`src/hw/rtl/rsf_pkg.sv`:
```
// rsf_pkg: shared constants, codes and types of the record sector fixup engine
// used by rsf_ctrl, rsf_datapath, the top level and its checker; no dependencies

package rsf_pkg;

    // record geometry
    localparam int RECORD_WORDS     = 2048;
    localparam int SECTOR_BYTES     = 512;
    localparam int SECTOR_WORDS     = SECTOR_BYTES / 2;
    localparam int ADDR_W           = $clog2(RECORD_WORDS);
    localparam int SECTOR_SHIFT     = $clog2(SECTOR_BYTES);
    localparam int SECTOR_WORD_BITS = $clog2(SECTOR_WORDS);
    localparam int MAX_RECORD_BYTES = 2 * RECORD_WORDS;
    localparam int MAX_SECTORS      = MAX_RECORD_BYTES / SECTOR_BYTES;
    localparam int SECT_IDX_W       = (MAX_SECTORS > 1) ? $clog2(MAX_SECTORS) : 1;

    // field widths
    localparam int CFG_W    = 13;
    localparam int WORD_W   = 16;
    localparam int INDEX_W  = 11;
    localparam int CMD_W    = 3;
    localparam int STATUS_W = 2;

    localparam logic [CFG_W-1:0] RECORD_BYTES_RESET = 13'd1024;

    // record magics as stored little-endian words
    localparam logic [WORD_W-1:0] MAGIC_BAAD_LO = 16'h4142;
    localparam logic [WORD_W-1:0] MAGIC_BAAD_HI = 16'h4441;
    localparam logic [WORD_W-1:0] MAGIC_HOLE_LO = 16'h4F48;
    localparam logic [WORD_W-1:0] MAGIC_HOLE_HI = 16'h454C;
    localparam logic [WORD_W-1:0] USN_ALL_ONES  = 16'hFFFF;

    typedef enum logic [CMD_W-1:0] {
        CMD_WRITE      = 3'd0,
        CMD_READ       = 3'd1,
        CMD_POST_READ  = 3'd2,
        CMD_PRE_WRITE  = 3'd3,
        CMD_POST_WRITE = 3'd4
    } cmd_code_t;

    typedef enum logic [STATUS_W-1:0] {
        ST_DONE    = 2'd0,
        ST_TORN    = 2'd1,
        ST_HDR_BAD = 2'd2,
        ST_REFUSED = 2'd3
    } status_t;

    // memory address sources
    typedef enum logic [2:0] {
        AS_INDEX,
        AS_W0,
        AS_W1,
        AS_W2,
        AS_W3,
        AS_ARR,
        AS_SAVE,
        AS_END
    } addr_sel_t;

    // memory write data sources
    typedef enum logic [2:0] {
        WD_INPUT,
        WD_BAAD_LO,
        WD_BAAD_HI,
        WD_RDATA,
        WD_USN
    } wdata_sel_t;

    typedef enum logic [4:0] {
        S_IDLE,
        S_RD_WAIT,
        S_PW_M0,
        S_PW_M1,
        S_HDR_OFS,
        S_HDR_CNT,
        S_USN,
        S_PW_ARR,
        S_PW_RD,
        S_PW_SAVE,
        S_PW_STAMP,
        S_PR_RD,
        S_PR_CMP,
        S_PR_BAAD,
        S_RS_RD,
        S_RS_WR
    } state_t;

    // controller to datapath
    typedef struct packed {
        logic       rd_en;
        logic       wr_en;
        addr_sel_t  addr_sel;
        wdata_sel_t wdata_sel;
        logic       cap_lo;
        logic       cap_ofs;
        logic       cap_cnt;
        logic       cap_usn;
        logic       usn_bump;
        logic       idx_clr;
        logic       idx_inc;
        logic       out_load;
        logic       out_from_rdata;
        status_t    out_status;
    } dp_cmd_t;

    // datapath to controller
    typedef struct packed {
        logic idx_ok;
        logic magic_refused;
        logic hdr_ok;
        logic last_entry;
        logic end_mismatch;
    } dp_stat_t;

endpackage

```
`src/hw/rtl/rsf_ctrl.sv`:
```
// rsf_ctrl: sequencer for word access and the three fixup commands
// depends on rsf_pkg; commands rsf_datapath through dp_cmd_t

module rsf_ctrl
(
    input  logic                          clk,
    input  logic                          rst_n,
    input  logic                          item_valid,
    output logic                          item_stall,
    input  logic [rsf_pkg::CMD_W-1:0]     command,
    output logic                          result_valid,
    input  logic                          result_stall,
    input  rsf_pkg::dp_stat_t             stat,
    output rsf_pkg::dp_cmd_t              cmd
);

    rsf_pkg::state_t    state_reg;
    rsf_pkg::state_t    state_next;
    rsf_pkg::cmd_code_t op_reg;
    rsf_pkg::cmd_code_t op_next;
    logic               out_valid_reg;
    logic               out_valid_next;
    logic               out_busy;
    logic               accept;

    // a held result blocks new words until it drains
    assign out_busy   = out_valid_reg && result_stall;
    assign item_stall = (state_reg != rsf_pkg::S_IDLE) || out_busy;
    assign accept     = item_valid && !item_stall;

    always_ff @(posedge clk or negedge rst_n)
    begin
        if (!rst_n)
        begin
            state_reg     <= rsf_pkg::S_IDLE;
            op_reg        <= rsf_pkg::CMD_WRITE;
            out_valid_reg <= 1'b0;
        end
        else
        begin
            state_reg     <= state_next;
            op_reg        <= op_next;
            out_valid_reg <= out_valid_next;
        end
    end

    assign op_next = accept ? rsf_pkg::cmd_code_t'(command) : op_reg;

    always_comb
    begin
        if (cmd.out_load)
        begin
            out_valid_next = 1'b1;
        end
        else if (!result_stall)
        begin
            out_valid_next = 1'b0;
        end
        else
        begin
            out_valid_next = out_valid_reg;
        end
    end

    // next state
    always_comb
    begin
        state_next = state_reg;
        unique case (state_reg)
            rsf_pkg::S_IDLE:
            begin
                if (accept)
                begin
                    unique case (command)
                        rsf_pkg::CMD_READ:
                            state_next = stat.idx_ok ? rsf_pkg::S_RD_WAIT : rsf_pkg::S_IDLE;
                        rsf_pkg::CMD_POST_READ,
                        rsf_pkg::CMD_POST_WRITE:
                            state_next = rsf_pkg::S_HDR_OFS;
                        rsf_pkg::CMD_PRE_WRITE:
                            state_next = rsf_pkg::S_PW_M0;
                        default:
                            state_next = rsf_pkg::S_IDLE;
                    endcase
                end
            end
            rsf_pkg::S_RD_WAIT:  state_next = rsf_pkg::S_IDLE;
            rsf_pkg::S_PW_M0:    state_next = rsf_pkg::S_PW_M1;
            rsf_pkg::S_PW_M1:
                state_next = stat.magic_refused ? rsf_pkg::S_IDLE : rsf_pkg::S_HDR_OFS;
            rsf_pkg::S_HDR_OFS:  state_next = rsf_pkg::S_HDR_CNT;
            rsf_pkg::S_HDR_CNT:
            begin
                if (!stat.hdr_ok)
                begin
                    state_next = rsf_pkg::S_IDLE;
                end
                else if (op_reg == rsf_pkg::CMD_POST_WRITE)
                begin
                    state_next = rsf_pkg::S_RS_RD;
                end
                else
                begin
                    state_next = rsf_pkg::S_USN;
                end
            end
            rsf_pkg::S_USN:
                state_next = (op_reg == rsf_pkg::CMD_PRE_WRITE) ? rsf_pkg::S_PW_ARR
                                                                : rsf_pkg::S_PR_RD;
            rsf_pkg::S_PW_ARR:   state_next = rsf_pkg::S_PW_RD;
            rsf_pkg::S_PW_RD:    state_next = rsf_pkg::S_PW_SAVE;
            rsf_pkg::S_PW_SAVE:  state_next = rsf_pkg::S_PW_STAMP;
            rsf_pkg::S_PW_STAMP:
                state_next = stat.last_entry ? rsf_pkg::S_IDLE : rsf_pkg::S_PW_RD;
            rsf_pkg::S_PR_RD:    state_next = rsf_pkg::S_PR_CMP;
            rsf_pkg::S_PR_CMP:
            begin
                if (stat.end_mismatch)
                begin
                    state_next = rsf_pkg::S_PR_BAAD;
                end
                else if (stat.last_entry)
                begin
                    state_next = rsf_pkg::S_RS_RD;
                end
                else
                begin
                    state_next = rsf_pkg::S_PR_RD;
                end
            end
            rsf_pkg::S_PR_BAAD:  state_next = rsf_pkg::S_IDLE;
            rsf_pkg::S_RS_RD:    state_next = rsf_pkg::S_RS_WR;
            rsf_pkg::S_RS_WR:
                state_next = stat.last_entry ? rsf_pkg::S_IDLE : rsf_pkg::S_RS_RD;
            default:             state_next = rsf_pkg::S_IDLE;
        endcase
    end

    // datapath commands
    always_comb
    begin
        cmd                = '0;
        cmd.addr_sel       = rsf_pkg::AS_INDEX;
        cmd.wdata_sel      = rsf_pkg::WD_INPUT;
        cmd.out_status     = rsf_pkg::ST_DONE;
        unique case (state_reg)
            rsf_pkg::S_IDLE:
            begin
                if (accept)
                begin
                    unique case (command)
                        rsf_pkg::CMD_WRITE:
                        begin
                            cmd.wr_en    = stat.idx_ok;
                            cmd.out_load = 1'b1;
                        end
                        rsf_pkg::CMD_READ:
                        begin
                            cmd.rd_en    = stat.idx_ok;
                            cmd.out_load = !stat.idx_ok;
                        end
                        rsf_pkg::CMD_POST_READ,
                        rsf_pkg::CMD_POST_WRITE:
                        begin
                            cmd.rd_en    = 1'b1;
                            cmd.addr_sel = rsf_pkg::AS_W2;
                        end
                        rsf_pkg::CMD_PRE_WRITE:
                        begin
                            cmd.rd_en    = 1'b1;
                            cmd.addr_sel = rsf_pkg::AS_W0;
                        end
                        default:
                        begin
                            cmd.out_load = 1'b1;
                        end
                    endcase
                end
            end
            rsf_pkg::S_RD_WAIT:
            begin
                cmd.out_load       = 1'b1;
                cmd.out_from_rdata = 1'b1;
            end
            // magic check before a pre-write
            rsf_pkg::S_PW_M0:
            begin
                cmd.cap_lo   = 1'b1;
                cmd.rd_en    = 1'b1;
                cmd.addr_sel = rsf_pkg::AS_W1;
            end
            rsf_pkg::S_PW_M1:
            begin
                if (stat.magic_refused)
                begin
                    cmd.out_load   = 1'b1;
                    cmd.out_status = rsf_pkg::ST_REFUSED;
                end
                else
                begin
                    cmd.rd_en    = 1'b1;
                    cmd.addr_sel = rsf_pkg::AS_W2;
                end
            end
            // header fetch and check
            rsf_pkg::S_HDR_OFS:
            begin
                cmd.cap_ofs  = 1'b1;
                cmd.rd_en    = 1'b1;
                cmd.addr_sel = rsf_pkg::AS_W3;
            end
            rsf_pkg::S_HDR_CNT:
            begin
                cmd.cap_cnt = 1'b1;
                cmd.idx_clr = 1'b1;
                if (!stat.hdr_ok)
                begin
                    cmd.out_load   = 1'b1;
                    cmd.out_status = rsf_pkg::ST_HDR_BAD;
                end
                else if (op_reg != rsf_pkg::CMD_POST_WRITE)
                begin
                    cmd.rd_en    = 1'b1;
                    cmd.addr_sel = rsf_pkg::AS_ARR;
                end
            end
            rsf_pkg::S_USN:
            begin
                cmd.cap_usn  = 1'b1;
                cmd.usn_bump = (op_reg == rsf_pkg::CMD_PRE_WRITE);
            end
            // pre-write: stamp the new sequence number, save and stamp each sector end
            rsf_pkg::S_PW_ARR:
            begin
                cmd.wr_en     = 1'b1;
                cmd.addr_sel  = rsf_pkg::AS_ARR;
                cmd.wdata_sel = rsf_pkg::WD_USN;
            end
            rsf_pkg::S_PW_RD:
            begin
                cmd.rd_en    = 1'b1;
                cmd.addr_sel = rsf_pkg::AS_END;
            end
            rsf_pkg::S_PW_SAVE:
            begin
                cmd.wr_en     = 1'b1;
                cmd.addr_sel  = rsf_pkg::AS_SAVE;
                cmd.wdata_sel = rsf_pkg::WD_RDATA;
            end
            rsf_pkg::S_PW_STAMP:
            begin
                cmd.wr_en     = 1'b1;
                cmd.addr_sel  = rsf_pkg::AS_END;
                cmd.wdata_sel = rsf_pkg::WD_USN;
                cmd.idx_inc   = !stat.last_entry;
                cmd.out_load  = stat.last_entry;
            end
            // post-read: compare each sector end with the sequence number, up to the first mismatch
            rsf_pkg::S_PR_RD:
            begin
                cmd.rd_en    = 1'b1;
                cmd.addr_sel = rsf_pkg::AS_END;
            end
            rsf_pkg::S_PR_CMP:
            begin
                if (stat.end_mismatch)
                begin
                    cmd.wr_en     = 1'b1;
                    cmd.addr_sel  = rsf_pkg::AS_W0;
                    cmd.wdata_sel = rsf_pkg::WD_BAAD_LO;
                end
                else if (stat.last_entry)
                begin
                    cmd.idx_clr = 1'b1;
                end
                else
                begin
                    cmd.idx_inc = 1'b1;
                end
            end
            rsf_pkg::S_PR_BAAD:
            begin
                cmd.wr_en      = 1'b1;
                cmd.addr_sel   = rsf_pkg::AS_W1;
                cmd.wdata_sel  = rsf_pkg::WD_BAAD_HI;
                cmd.out_load   = 1'b1;
                cmd.out_status = rsf_pkg::ST_TORN;
            end
            // restore saved words into the sector ends
            rsf_pkg::S_RS_RD:
            begin
                cmd.rd_en    = 1'b1;
                cmd.addr_sel = rsf_pkg::AS_SAVE;
            end
            rsf_pkg::S_RS_WR:
            begin
                cmd.wr_en     = 1'b1;
                cmd.addr_sel  = rsf_pkg::AS_END;
                cmd.wdata_sel = rsf_pkg::WD_RDATA;
                cmd.idx_inc   = !stat.last_entry;
                cmd.out_load  = stat.last_entry;
            end
            default:
            begin
                cmd.out_load = 1'b0;
            end
        endcase
    end

    assign result_valid = out_valid_reg;

endmodule

```
`config.mk`:
```
export PLATFORM = sky130hd
export DESIGN_NAME = rsf_ctrl
export DESIGN_NICKNAME = d
export VERILOG_FILES = /design/src/hw/rtl/rsf_pkg.sv /design/src/hw/rtl/rsf_ctrl.sv
export SDC_FILE = /design/constraint.sdc
export NUM_CORES = 1
export LEC_CHECK = 0
export BUFFER_PORTS_ARGS = -buffer_cell sky130_fd_sc_hd__buf_2
export CAP_MARGIN = 20
export CORE_MARGIN = 2
export CORE_UTILIZATION = 54
export CTS_CLUSTER_DIAMETER = 100
export CTS_CLUSTER_SIZE = 40
export DETAILED_ROUTE_END_ITERATION = 8
export PLACE_DENSITY = 0.84
export RECOVER_POWER = 100
export SLEW_MARGIN = 30
export SYNTH_ARGS = -nofsm -noshare
export SYNTH_HDL_FRONTEND = slang
export SYNTH_SLANG_ARGS = --single-unit
```
`constraint.sdc`:
```
create_clock -name clk -period 4.95 [get_ports clk]
set_input_delay 0.495 -clock clk [delete_from_list [all_inputs] [get_ports clk]]
set_output_delay 0.495 -clock clk [all_outputs]
set_load 0.1 [all_outputs]
```
# After elaboration in Yosys (flattened, before gate mapping)
# Index checks and enable logic that the tools add are counted.
dict set report classes {
  n_mux 47
  n_reduce_logical 20
  eq_ne 24
}
# operator count
set op_table {}
lappend op_table {{one-hot mux 5 bit (14 select lines)} 1}
lappend op_table {{equality test 5 x 4 -> 1 bit, second input constant} 8}
lappend op_table {{one-hot mux 3 bit (9 select lines)} 1}
lappend op_table {{equality test 5 x 3 -> 1 bit, second input constant} 4}
lappend op_table {{2-to-1 mux 4 bit} 5}
lappend op_table {{2-to-1 mux 1 bit} 16}
lappend op_table {{2-to-1 mux 3 bit} 5}
lappend op_table {{OR reduction 2 bit} 7}
lappend op_table {{one-hot mux 3 bit (4 select lines)} 1}
lappend op_table {{equality test 5 x 2 -> 1 bit, second input constant} 2}
lappend op_table {{2-to-1 mux 2 bit} 5}
lappend op_table {{2-to-1 mux 5 bit} 2}
lappend op_table {{OR reduction 5 bit} 2}
lappend op_table {{equality test 3 x 2 -> 1 bit, second input constant} 3}
lappend op_table {{one-hot mux 3 bit (3 select lines)} 1}
lappend op_table {{one-hot mux 1 bit (2 select lines)} 4}
lappend op_table {{2-to-1 mux 7 bit} 1}
lappend op_table {{equality test 3 bit, second input constant} 2}
lappend op_table {{one-hot mux 2 bit (3 select lines)} 1}
lappend op_table {{equality test 5 x 1 -> 1 bit, second input constant} 1}
lappend op_table {{logical NOT 5 bit} 1}
lappend op_table {{one-hot mux 1 bit (5 select lines)} 1}
lappend op_table {{nonzero test 5 bit} 1}
lappend op_table {{one-hot mux 1 bit (4 select lines)} 1}
lappend op_table {{other kinds (12)} 15}
dict set report word_totals {
  inputBits 12
  register_bits 9
  out_inout_bits 21
}

# Longest topological paths before layout
dict set report depth {
  depth_word 7
  ltp_mapped 6
  depth_no_buf 4
}

# Worst setup path before layout
# No wires, ideal clock.
dict set report synth_timing {
  path_kind {register to output}
  start {register out_valid_reg (netlist: result_valid)}
  end {output port cmd[17] (netlist bit)}
  path_stages_with_launch 4
  required_ns 4.455
  path_slack_ns 0.948
  arrival_ns 3.507
  n_path_buf 0
  path_cell_list {dfrtp_1 > nand2_1 > nand3_4 > o311ai_1}
}
# element line
set synth_rtl {}
lappend synth_rtl {{start: declaration} rsf_ctrl.sv:21} ;# logic out_valid_reg;
lappend synth_rtl {{start signal: assignment} rsf_ctrl.sv:43} ;# out_valid_reg <= out_valid_next;
lappend synth_rtl {{end: declaration} rsf_ctrl.sv:14} ;# output rsf_pkg::dp_cmd_t cmd

==> metrics.txt <==
CP Class=reg2out; Fill cells=186; initial core utilization=58.3%; EDFF count, synth=0; Final ANT Viol Nets=0; Post-CTS Setup Inserts=0; Netlist Area Pre-Place=1030 um2; nets@finish=186; xor and xnor area share after synthesis=2.55%; max_cap viols=0; final hold viol count=0; largest family of logic cells by synthesized area=simple AND/OR/NAND/NOR gates; Synth area leader=dfrtp_1; Top Layer Used=met3; Max FO, Critical Path=31; largest cells by area after synthesis=dfrtp_1 (19%), nand2_1 (6.9%), nand2b_1 (6.7%); status=completed; fin. max-slew vios=0; fmax=263 MHz; Syn-to-layout area delta=9.37%; largest net degree at the start of global routing=32; post-route design area=1120 um2; drt first pass iters=4; clock skew=0.000745 ns; Worst-Margin Slew=1.20 ns; RSZ-0062 raised after global routing=no; root buffer cell=clkbuf_4; # diodes=0; Total GRT Usage=25.6%; cell-by-cell trace of the critical path=nor4_1 > nand3_4 > or2_0 > nand3_1 > clkbuf_1; mux share of post-synthesis cell area=2.19%; Seq/Total Area, Yosys=19.5%; max FFs per register=4; Post-Route WL=2670 um; global-route wire length before repair=4150 um; CTS Buf Count=3; Via Count=1156; later-pin clock latency in the skew report=0.24 ns; adder-cell area share of the yosys netlist=0%; Via density=5.87; final worst path period share=76.8%; RePlAce Congestion=0.863; most frequent cells in the layout=clkbuf_1 (22), nand2_1 (19), nor2_1 (16); dpl cell area=1150 um2; Top delay family on crit path=simple AND/OR/NAND/NOR gates; Yosys top cell area share=19.5%; Chip Width=47.6 um; Avg WL per Cell=13.6 um; Netlist cell types=43; cts hold-fix bufs=0; area of the core=1760 um2; average size of a mapped cell=6.90 um2; Max Buffers Root-to-Sink=2; Top FF cell, synth=dfrtp_1; WL met2=1370 um; min cycle time layout=3.80 ns; CP max stage delay=0.86 ns; TNS Setup=0 ns; commonest non-fill, non-tap cell in the layout=clkbuf_1; FF+latch count, synth=8; Setup crit end kind=output pin; IO Port Bufs=32; post_cts resized=0; WL met3=163 um; row cnt=15; CTS tree=yes; Cells after Synth=149; register area=200 um2; Compound-Gate Fraction of Synth Area=26.5%; gr ovfl total=0; startpoint class of the critical path=flip-flop; Yosys warnings=0; required time of the critical path=4.45 ns; synthesized net count=161; share of layout cells above drive strength 1=9.88%; DRC Markers=0; Slowest-stage cell, CP=nor4_1; I/O Pins=33; initial antenna violation count=0; DP Wirelength=2080 um; critical path buffer and inverter count=1; Worst slew margin=20.1%; # clock sinks=8; crit path DAT=3.31 ns; met1 WL=1140 um; DIE HEIGHT=47.6 um; H-tree levels=1; post-synthesis async set-or-reset flop share=100%; Die ar.=2270 um2; Synth Area in Simple Gates=41.2%; hold crit path type=in2async; Worst-path clk slew=0.05 ns; DR iter-0 viols=56; area of the multi-input gates=727 um2; Final setup viols=0; vias in the first global route=952
per-stage QoR:
stage | setup WS (ns) | util [%] | hold WS [ns] | cells
global route | 0.906 | 63.8 | 0.169 | 197
finish | 1.15 | 63.8 | 0.147 | 197
detailed placement | 2.22 | 65.1 | 0.339 | 194
floorplan | 0.948 | - | 0.199 | 149
CTS | 1.95 | 66.4 | 0.0774 | 197
global placement | 2.31 | 65.1 | 0.339 | 194
worst reg2reg max path, cell delays in order (launching register included):
cell	delay, ns
dfrtp_1	0.70
nor4_1	0.87
nand3_4	0.23
a21oi_1	0.29
o31a_1	0.18
path summary, 6_finish.rpt:
check | start | endpoint | slack (ns) | cells after the start
worst min-delay path | rst_n | op_reg[0] | 0.15 | 1
max in group asynchronous | rst_n | state_reg[0] | 4.52 | 1
worst min register to register | op_reg[0] | op_reg[0] | 0.52 | 2
min in group clk | op_reg[0] | op_reg[0] | 0.52 | 2
worst max-delay path | state_reg[2] | cmd[3] | 1.15 | 5
worst max register to register | state_reg[2] | state_reg[2] | 2.62 | 4
per-layer routing:
metal  global-route usage [%]  up-vias
met4                     3.24        0
met5                        0        -
met3                     3.40        0
li1                         -      575
met2                     45.1       47
met1                     34.3      534
synth_stat cells (2+ instances only):
cell,n
o22ai_1,3
inv_1,3
buf_4,3
clkbuf_1,2
nand3b_1,3
nand2_1,19
nor2_1,16
nor2b_1,8
mux2_2,2
nand2b_1,11
a21boi_0,2
nand3_1,7
dfrtp_1,8
o21ai_0,10
a21oi_1,11
buf_2,6
nor3_1,6
xor2_1,2
a32oi_1,2
and2_1,2
logic make-up after synthesis:
| kind of cell | Yosys count |
|---|---|
| buf+inv | 15 |
| mux | 2 |
| simple gates | 79 |
| xor+xnor | 3 |
| flops | 8 |
| compound gates | 42 |
area by class of cell:
cell class	count	area share [%]
sequential	8	17.8
tap	25	2.78
multi-input combinational	126	64.6
clock buffer	3	2.00
timing repair buffer	32	11.8
inverter	3	1.00
Power is not shown: default switching activity piles up to over one toggle a cycle in this logic, so the estimate is an artifact.
